**config.mk**
```make
export PLATFORM = sky130hd
export DESIGN_NAME = swv_ctrl
export DESIGN_NICKNAME = d
export VERILOG_FILES = /design/src/sv/swv_pkg.sv /design/src/sv/swv_ctrl.sv
export SDC_FILE = /design/constraint.sdc
export NUM_CORES = 1
export LEC_CHECK = 0
export ABC_AREA = 1
export BUFFER_PORTS_ARGS = -buffer_cell sky130_fd_sc_hd__buf_2
export CAP_MARGIN = 20
export CORE_AREA = 2 2 46 48
export DETAILED_ROUTE_END_ITERATION = 16
export DIE_AREA = 0 0 48 50
export PLACE_DENSITY = 0.68
export SYNTH_ARGS = -nofsm -noshare
export SYNTH_HDL_FRONTEND = slang
export SYNTH_SLANG_ARGS = --single-unit
```
**constraint.sdc**
```tcl
create_clock -name clock -period 2.61 [get_ports clock]
set_clock_uncertainty 0.2 [all_clocks]
set_input_delay 0.1305 -clock clock [delete_from_list [all_inputs] [get_ports clock]]
set_output_delay 0.1305 -clock clock [all_outputs]
set_load 0.02 [all_outputs]
```
**src/sv/swv_pkg.sv**
```systemverilog
`timescale 1ns / 1ps
// Shared types and constants for the sliding-window varimax block.
// Used by the controller, the datapath and the top level; depends on nothing.
package swv_pkg;

   // Per-frame accumulator widths, sized for 12-bit samples and 4096-sample frames.
   localparam int SQ_W  = 35;
   localparam int Q4_W  = 57;
   localparam int CNT_W = 13;
   localparam int THR_W = 38;
   localparam int MEAS_W = 32;
   localparam int FNUM_W = 16;
   localparam int FRAC_W = 16;

   // Configuration register indexes.
   localparam int CSR_ADDR_W = 2;
   localparam logic [CSR_ADDR_W-1:0] CSR_SLIDING_MODE = 2'd0;
   localparam logic [CSR_ADDR_W-1:0] CSR_HALF_WIDTH   = 2'd1;
   localparam logic [CSR_ADDR_W-1:0] CSR_THRESHOLD    = 2'd2;

   // Commands from the controller to the datapath.
   typedef struct packed {
      logic take;       // a sample item is accepted this cycle
      logic load;       // set up the window walk of the oldest pending frame
      logic sum;        // one step of the window walk
      logic thr;        // threshold test and multiplier setup
      logic mul;        // one step of the serial multipliers
      logic div_init;   // saturation test and divider setup
      logic div;        // one restoring division step
      logic push;       // move the result into the output register
      logic clear;      // end of stream: return stream state to reset
   } cmd_type;

   // Status from the datapath to the controller.
   typedef struct packed {
      logic frame_closed;
      logic any_ready;
      logic fin;
      logic sum_done;
      logic below_thr;
      logic mul_done;
      logic sat;
      logic div_done;
      logic out_free;
   } sts_type;

endpackage

```
**src/sv/swv_ctrl.sv**
```systemverilog
`timescale 1ns / 1ps
// Controller state machine of the sliding-window varimax block.
// Depends on swv_pkg for the command and status structs.
module swv_ctrl (
   input  logic             clock,
   input  logic             reset,
   input  logic             req_tvalid,
   input  logic             req_tlast,
   output logic             req_tready,
   input  swv_pkg::sts_type sts,
   output swv_pkg::cmd_type cmd
);
   import swv_pkg::*;

   typedef enum logic [8:0] {
      ST_IDLE  = 9'b000000001,
      ST_WAIT  = 9'b000000010,
      ST_CHECK = 9'b000000100,
      ST_SUM   = 9'b000001000,
      ST_THR   = 9'b000010000,
      ST_MUL   = 9'b000100000,
      ST_SAT   = 9'b001000000,
      ST_DIV   = 9'b010000000,
      ST_PUSH  = 9'b100000000
   } state_type;

   state_type state_ff, state_in;

   always_comb begin
      state_in   = state_ff;
      cmd        = '0;
      req_tready = 1'b0;
      case (state_ff)
         ST_IDLE: begin
            req_tready = 1'b1;
            cmd.take   = req_tvalid;
            if (req_tvalid && req_tlast) state_in = ST_WAIT;
         end
         ST_WAIT: begin
            if (sts.frame_closed) state_in = ST_CHECK;
         end
         ST_CHECK: begin
            if (sts.any_ready) begin
               cmd.load = 1'b1;
               state_in = ST_SUM;
            end else begin
               cmd.clear = sts.fin;
               state_in  = ST_IDLE;
            end
         end
         ST_SUM: begin
            if (sts.sum_done) state_in = ST_THR;
            else cmd.sum = 1'b1;
         end
         ST_THR: begin
            cmd.thr  = 1'b1;
            state_in = sts.below_thr ? ST_PUSH : ST_MUL;
         end
         ST_MUL: begin
            if (sts.mul_done) state_in = ST_SAT;
            else cmd.mul = 1'b1;
         end
         ST_SAT: begin
            cmd.div_init = 1'b1;
            state_in     = sts.sat ? ST_PUSH : ST_DIV;
         end
         ST_DIV: begin
            if (sts.div_done) state_in = ST_PUSH;
            else cmd.div = 1'b1;
         end
         ST_PUSH: begin
            if (sts.out_free) begin
               cmd.push = 1'b1;
               state_in = ST_CHECK;
            end
         end
         default: state_in = ST_IDLE;
      endcase
   end

   always_ff @(posedge clock) begin
      if (reset) state_ff <= ST_IDLE;
      else state_ff <= state_in;
   end

endmodule

```
==> results.toml, run 1 <==
[synth]
synth.area.top_cells = "dfxtp_1 (22%), nand3_1 (13%), inv_1 (13%)"
synth_area_um2 = 822
synth_edf_count = 0
synth_top_area_share_pct = 21.9
synth_top_area_cell = "dfxtp_1"
seq_area_frac_synth_pct = 21.9
synthArstFlopShare_pct = 0
netlist_top_cells_count = "inv_1 (28), nor2_1 (26), nand2_1 (22), nand3_1 (22), dfxtp_1 (9)"
synth_fp_nets = 158
postSynthAreaPerCell_um2 = 5.67
syn_inst = 145
synth-seq-cells = 9
synth_cell_types = 20
yosysMostFrequentCell = "inv_1"
synth_ff_type = "dfxtp_1"
yosysWarnings = 0

[detailed_routing]
vias = 973
drc = 0
via_per_inst = 4.89
drt-pass1-iter-count = 4
wl_per_cell_um = 10.9
totalWireLength_mm = 2.18
drtAntennaViolNets = 0
drt-initial-drc-count = 31

[sta]
setup_violations = 0
relSlewSlack_pct = 80.6
fin_tns_setup_ns = 0
post-route-period-util_pct = 73.8
grt_setup_unrepaired = "no"
fmax_mhz = 519
slew_violations = 0
worst_pin_slew_ns = 0.290
min_period_ns = 1.93
hold_viol_final = 0

[cells_and_area]
nets = 186
finish.utilization_pct = 52.8
postLayoutCellArea_mm2 = 0.00100
drive_above_1_share_pct = 26.7
final_cells = 199
top_register = "state_ff"
top_regs = "state_ff x9"
n_antenna_cell = 0
syn2layout_area_growth_pct = 22.1
largest_register_ffs = 9
fill_cells = 215

[worst_setup_path]
cp_max_fo = 6
crit_chain = "nor2_1, nand2_2, inv_2, nand3_1, nor3b_1, buf_2"
arrival_ns = 1.60
cp.buffers_inverters = 2
crit_type = "reg -> out"
start_kind = "flip-flop"
setup.worst_path.end_class = "output port"
cp_top_family = "simple AND/OR/NAND/NOR gates"
worstPathRequired_ns = 2.28
slowest_delay_ns = 0.36
cp_slowest_cell = "dfxtp_1"

[clock_network]
clock_latency_ns = 0.27
htreeDepth = 1
cts-root-buf = "clkbuf_4"
cts_resized = 0
clock_sinks = 9
cts_buffer_depth = 2
clkTransAtPathRegs_ns = 0.07
cts_tree = "done"
cts_made_buffers = 3

[global_routing]
grt_pass1_wl_mm = 3.69
grt_usage_pct = 21.2
antenna_found_initial = 0
grt_pass1_vias = 872
grt_max_degree = 10
grt.overflow.total = 0

[power_and_ir_drop]
p_leak_uw = 0.000627
ir_worst_vdd_v = 0.000575
power_density_mw_per_mm2 = 907

[placement]
io_buffers = 22
place_inst = 194
place.gp.congestion = 0.968
placed_cell_area_um2 = 966
dp_hpwl_mm = 1.78

[floorplanning]
die-area_mm2 = 0.00240
ioPinCount = 23
chipWidth_um = 48
start_util_pct = 43.2
core_area_mm2 = 0.00190
row_count = 16
die_h_um = 50

[worst_hold_path]
hp-class = "in -> reg"

[run_status]
status = "finished clean"

[job]
maxCapViolations = 0
## worst paths after layout
check,from,endpoint,slack (ns),cells after the start
max,state_ff[5],cmd[0],0.68,6
min reg2reg,state_ff[7],state_ff[7],0.34,2
max reg2reg,state_ff[1],state_ff[1],1.00,8
min,sts[0],state_ff[8],0.01,4
## timing repair
action / 4_1_cts / 5_1_grt
hold endpoints to repair: 1 / 0
hold buffers: 1 / 0
endpoints found under the setup margin: 0 / 0
setup buffers: 0 / 0
## per-layer routing
layer	up-vias	global-route usage [%]	wire, µm
li1	505	-	-
met1	433	31.0	1030
met2	27	28.7	980
met3	8	5.49	108
met4	0	9.01	61
met5	-	0	0
## per-stage QoR
step	setup slack [ns]	hold WS, ns	total power (µW)
final	0.683	0.0122	910
after detailed placement	0.992	0.121	796
after global routing	0.540	0.0288	1000
after floorplan	0.972	-0.000434	663
after global placement	0.975	0.114	793
after CTS	0.677	0.00324	914
## area by class of cell
cell class	count	area, µm²	area share (%)
clock inverters	1	5.00	0.499
multi-input cells	103	515	51.4
clock buffers	3	22.5	2.24
inverters	33	126	12.6
repair buffers	23	120	12.0
flip-flops and latches	9	180	18.0
well taps	27	33.8	3.37
## placed cells by master, fill, tap and decap left out, types with 2 or more instances in the layout
master and n:
inv_1 28, nor2_1 26, nand2_1 22, nand3_1 22, buf_2 22, dfxtp_1 9
nand2_2 5, a21oi_1 5, inv_2 4, nand4_1 4, nand3_2 3, nor2_2 3
nor3_1 3, clkbuf_4 3, nor2_4 2, nand3b_1 2, or2_0 2
## power by group
| group | total [µW] | switching [µW] | internal, µW |
|---|---|---|---|
| Sequential | 216 | 44.9 | 171 |
| Clock | 115 | 58.7 | 56.8 |
| Combinational | 579 | 382 | 197 |
## worst register-to-register path: stages, from the launching register on
cell     delay (ns)
dfxtp_1        0.38
nor2_4         0.20
nand2_2        0.10
nor2_2         0.12
nand3_2        0.09
nand2_2        0.11
inv_2          0.09
a21oi_1        0.16
nor2_1         0.06
## cell families (layout without fill, tap and decap cells)
group                  count (synthesis)  in the layout  synth area share (%)
DFF                                    9              9                  21.9
and+or+nand+nor                       98             98                  59.7
buffers and inverters                 33             60                  15.4
AOI/OAI and AO/OA                      5              5                  3.04
Power figures use the tool's default switching activity.
==> run 2: changes to the inputs <==
clock period = 1.8 ns   (was 2.61 ns; I/O delays follow)
==> run 2 against run 1 <==
Design area is 8.6% higher. Sequential share of layout area shrank 1.2 points. Register-to-register slack got worse by 0.86 ns. Power up 58%. Routed wire length increased by 7.8%. Count of clock-buffer cells in the layout rose by 1. Critical endpoint is now cmd[8]. Sequential power up 55%. Critical path depth unchanged. Worst setup slack lost 0.63 ns. Non-clock buffer count up 6. Largest power group unchanged.
==> results.toml, run 2 (synthesis gave the netlist of run 1 again) <==
[job]
maxCapViolations = 0

[detailed_routing]
wl_per_cell_um = 11.4
vias = 1035
via_per_inst = 5.05
drc = 0
drtAntennaViolNets = 0
drt-initial-drc-count = 40
drt-pass1-iter-count = 4
totalWireLength_mm = 2.35

[sta]
timing.hold.ws_ns = 0.00936
min_period_ns = 1.74
fmax_mhz = 574
slew_violations = 0
hold_viol_final = 0
worst_pin_slew_ns = 0.269
post-route-period-util_pct = 96.9
setup_slack_ns = 0.0564
setup_violations = 0
relSlewSlack_pct = 82.0

[clock_network]
clock_latency_ns = 0.27
clkTransAtPathRegs_ns = 0.07
cts_buffer_depth = 2
cts_made_buffers = 3
cts_tree = "done"
cts-root-buf = "clkbuf_4"
clock_sinks = 9
htreeDepth = 1

[placement]
io_buffers = 22
placed_cell_area_um2 = 966
pre_cts_ws_ns = 0.161
dp_hpwl_mm = 1.77
place.gp.congestion = 0.981

[worst_hold_path]
hold_start = "sts[4]"
hold_depth = 5
hold_path_end = "state_ff[5]"
hp-class = "in -> reg"

[floorplanning]
die-area_mm2 = 0.00240
die_h_um = 50
row_count = 16
core_area_mm2 = 0.00190
chipWidth_um = 48
start_util_pct = 43.2
ioPinCount = 23

[worst_setup_path]
arrival_ns = 1.45
rr_endpoint = "state_ff[1]"
r2r_cells = 10
worstPathRequired_ns = 1.51
crit_type = "reg -> out"
crit_chain = "inv_2, nand3b_1, nor2_1, nand2_1, nor2_1, buf_2"
rrSetupSlack_ns = 0.14
setup.worst_path.end_class = "output port"
start_kind = "flip-flop"
cp_slowest_cell = "dfxtp_1"
slowest_delay_ns = 0.36
cp_max_fo = 9
path_common_cell = "nor2_1"
worstReg2RegStart = "state_ff[4]"
crit_start = "state_ff[8]"

[power_and_ir_drop]
ir_worst_vdd_v = 0.00113
p_comb_share_pct = 65.3
p_leak_uw = 0.000661
power_density_mw_per_mm2 = 1320
seqPwrFrac_pct = 23.2
p_int_uw = 691
pwr-share-clk_pct = 11.6
switching_share_pct = 52.0
p_sw_uw = 748

[global_routing]
grt.overflow.total = 0
grt_pass1_wl_mm = 3.61
grt_usage_pct = 20.7
grt_pass1_vias = 869
grt_max_degree = 10
antenna_found_initial = 0

[cells_and_area]
nets = 192
largest_register_ffs = 9
fill_cells = 189
syn2layout_area_growth_pct = 32.6
postLayoutCellArea_mm2 = 0.00109
layout_commonest_cell = "inv_1"
n_antenna_cell = 0
drive_above_1_share_pct = 30.9
top_regs = "state_ff x9"
mostFrequentLayoutCells = "inv_1 (28), nor2_1 (24), nand2_1 (22)"
top_register = "state_ff"

[run_status]
status = "finished clean"
-- run 2: changes by cell type in the layout (fill, tap and decap cells not counted), moves of 2 or more --
cell / change
dlygate4sd3_1: +2
nor2_4: +2
buf_4: +5
dfxtp_1: -2
dfxtp_2: +2
nor2_1: -2
-- run 2: worst max-delay path: cells and delay by family (launching register included) --
kind                   cells  cell delay (ns)
DFF                        1             0.36
and+or+nand+nor            4             0.49
buffers and inverters      2             0.32
-- run 2: power groups by stage --
stage	clock (µW)	combinational, µW	sequential [µW]
detailed placement	0	825	321
floorplan	0	662	300
CTS	164	868	321
finish	166	939	334
global placement	0	823	318
global route	174	1050	340
-- run 2: repair_timing --
item	4_1_cts	5_1_grt
endpoints found under the hold margin	2	0
pin swaps	3	2
setup endpoints to repair	2	4
gates resized for setup	3	8
hold buffers	3	0
buffers inserted	2	2
-- run 2: layer usage --
layer | vias up | GRT usage (%) | routed length, µm
li1 | 522 | - | -
met5 | - | 0 | 0
met3 | 12 | 3.30 | 115
met4 | 0 | 6.76 | 40
met1 | 455 | 27.7 | 1050
met2 | 46 | 32.7 | 1140
-- run 2: stage by stage --
stage / utilization (%) / TNS [ns] / total power [µW] / instances
after floorplan: - / 0 / 962 / 145
after global placement: 50.8 / 0 / 1140 / 194
after detailed placement: 50.8 / 0 / 1150 / 194
after CTS: 54.9 / 0 / 1350 / 203
after global routing: 57.3 / -0.0946 / 1570 / 205
final: 57.3 / 0 / 1440 / 205
-- run 2: final cells by class --
cell class	instances	area (µm²)	area share (%)
clock buffers	4	26.3	2.41
flip-flops and latches	9	183	16.8
inverters	33	129	11.8
multi-input cells	103	546	50.1
well taps	27	33.8	3.10
repair buffers	29	173	15.8
-- run 2: worst max path at each step --
stage,end,depth (start not counted)
finish,cmd[8],6
global placement,state_ff[3],8
detailed placement,state_ff[1],8
global route,cmd[7],8
floorplan,cmd[0],5
CTS,cmd[0],6
==> run 3: changes to the inputs <==
--- a/config.mk
+++ b/config.mk
@@ -11,2 +11,3 @@
 export CORE_AREA = 2 2 46 48
+export CTS_BUF_LIST = sky130_fd_sc_hd__clkbuf_16
 export DETAILED_ROUTE_END_ITERATION = 16
==> constraint.sdc (replaced) <==
create_clock -name clock -period 1.8 [get_ports clock]
set_clock_uncertainty 0.2 [all_clocks]
set_input_delay 0.27 -clock clock [delete_from_list [all_inputs] [get_ports clock]]
set_output_delay 0.27 -clock clock [all_outputs]
set_load 0.02 [all_outputs]
==> run 3 against run 2 <==
The flow now finishes with violations (setup timing). Critical path depth unchanged. Non-clock buffer count up 6. Utilization increased by 12 points. Routed wire length grew 17%. Critical endpoint is now cmd[0]. Register-to-register slack worse by 0.05 ns. Worst setup slack worse by 0.071 ns. Design area increased by 21%. Sequential cell count did not move. Die area is the same.
==> results.toml, run 3 (synthesis gave the netlist of run 1 again) <==
[run_status]
status = "complete, but fails checks"
violations = "setup timing"

[worst_setup_path]
worstPathRequired_ns = 1.33
crit_type = "reg -> out"
start_kind = "flip-flop"
setup.worst_path.end_class = "output port"
arrival_ns = 1.34
r2r_cells = 10
cp_max_fo = 3

[power_and_ir_drop]
pwr-share-clk_pct = 20.4
p_sw_uw = 904
power_uw = 1950
switching_share_pct = 46.5
seqPwrFrac_pct = 17.1
p_leak_uw = 0.000719
p_int_uw = 1040
power_density_mw_per_mm2 = 1480
p_comb_share_pct = 62.5
ir_worst_vdd_v = 0.000936

[clock_network]
cts_made_buffers = 3
clock_sinks = 9
htreeDepth = 1
clkTransAtPathRegs_ns = 0.04
clock_latency_ns = 0.23
cts_buffer_depth = 2
cts_tree = "done"
cts-root-buf = "clkbuf_16"

[cells_and_area]
seq_area_um2 = 198
mostFrequentLayoutCells = "inv_1 (23), nand3_1 (20), nand2_1 (18), nor2_1 (18), buf_2 (14)"
drive_above_1_share_pct = 47.3
syn2layout_area_growth_pct = 60.0
top_regs = "state_ff x9"
nets = 198
top_register = "state_ff"
multiInputGateArea_um2 = 616
n_antenna_cell = 0
fill_cells = 152
largest_register_ffs = 9
finish.utilization_pct = 69.1
layout_commonest_cell = "inv_1"

[placement]
io_buffers = 22
dp_hpwl_mm = 1.76
place.gp.congestion = 0.963
pre_cts_ws_ns = 0.0630

[global_routing]
antenna_found_initial = 0
grt_max_degree = 9
grt.overflow.total = 0
grt_usage_pct = 24.7
grt_pass1_wl_mm = 4.26
grt_pass1_vias = 978

[sta]
setup_slack_ns = -0.0144
relSlewSlack_pct = 80.5
fmax_mhz = 551
worst_pin_slew_ns = 0.290
hold_viol_final = 0
timing.hold.ws_ns = 0.190
grt_setup_unrepaired = "yes"
min_period_ns = 1.81
slew_violations = 0
setup_violations = 1
post-route-period-util_pct = 101

[detailed_routing]
drtAntennaViolNets = 0
wl_per_cell_um = 13.1
vias = 1085
drc = 0
via_per_inst = 5.14
drt-initial-drc-count = 42
drt-pass1-iter-count = 4
totalWireLength_mm = 2.76

[floorplanning]
chipWidth_um = 48
die-area_mm2 = 0.00240
start_util_pct = 43.2
row_count = 16
core_area_mm2 = 0.00190
die_h_um = 50
ioPinCount = 23

[job]
maxCapViolations = 0

[worst_hold_path]
hp-class = "in -> reg"
hold_depth = 4
[run 3: cell count changes in the layout (fill, tap and decap cells not counted), moves of 4 or more]
cell	previous run	this run
buf_4	5	13
nor2_4	4	8
nor2_1	24	18
nand2_1	22	18
inv_2	3	8
buf_2	21	14
inv_1	28	23
nand2_2	4	8
dfxtp_1	7	1
buf_6	0	7
[run 3: path summary, 6_finish.rpt]
path	end	slack, ns	start
min reg2reg	state_ff[5]	0.34	state_ff[5]
max	cmd[0]	-0.01	state_ff[1]
max reg2reg	state_ff[1]	0.09	state_ff[4]
min	state_ff[8]	0.19	sts[0]
[run 3: repair_timing]
item / in CTS / in global routing
hold buffers: 1 / 0
setup buffers: 8 / 4
resized for setup: 19 / 39
hold endpoints to repair: 1 / 0
setup endpoints to repair: 8 / 14
pin swaps: 6 / 7
[run 3: metal layers]
metal / global-route usage [%] / share of wire (%) / vias up
met1: 31.3 / 43 / 505
li1: - / - / 531
met3: 6.96 / 5.6 / 6
met4: 6.31 / 2.0 / 0
met5: 0 / 0 / -
met2: 39.8 / 50 / 43
[run 3: power by group through the flow]
stage	Clock [µW]	Sequential, µW	Combinational [µW]
floorplan	0	300	662
global placement	0	309	844
detailed placement	0	311	847
CTS	401	325	1010
global route	419	337	1340
finish	397	333	1220
[run 3: critical path, stage by stage (launching register included)]
cell,delay (ns)
dfxtp_4,0.34
nor2_4,0.15
inv_2,0.07
nor2_4,0.14
nand3_4,0.09
nor3b_2,0.15
buf_4,0.16
[run 3: metrics by stage]
step           TNS (ns)  instance area [µm²]  cells
5_1_grt          -0.194                 1320    211
6_report        -0.0144                 1320    211
4_1_cts        -0.00593                 1170    207
2_1_floorplan         0                  822    145
3_3_place_gp          0                  966    194
3_5_place_dp          0                  966    194
[run 3: layout make-up]
type	count	share of cell area (%)
tap	27	2.57
sequential	9	15.0
timing repair buffer	35	19.5
inverter	33	9.99
clock inverter	1	0.381
multi-input combinational	103	46.8
clock buffer	3	5.71
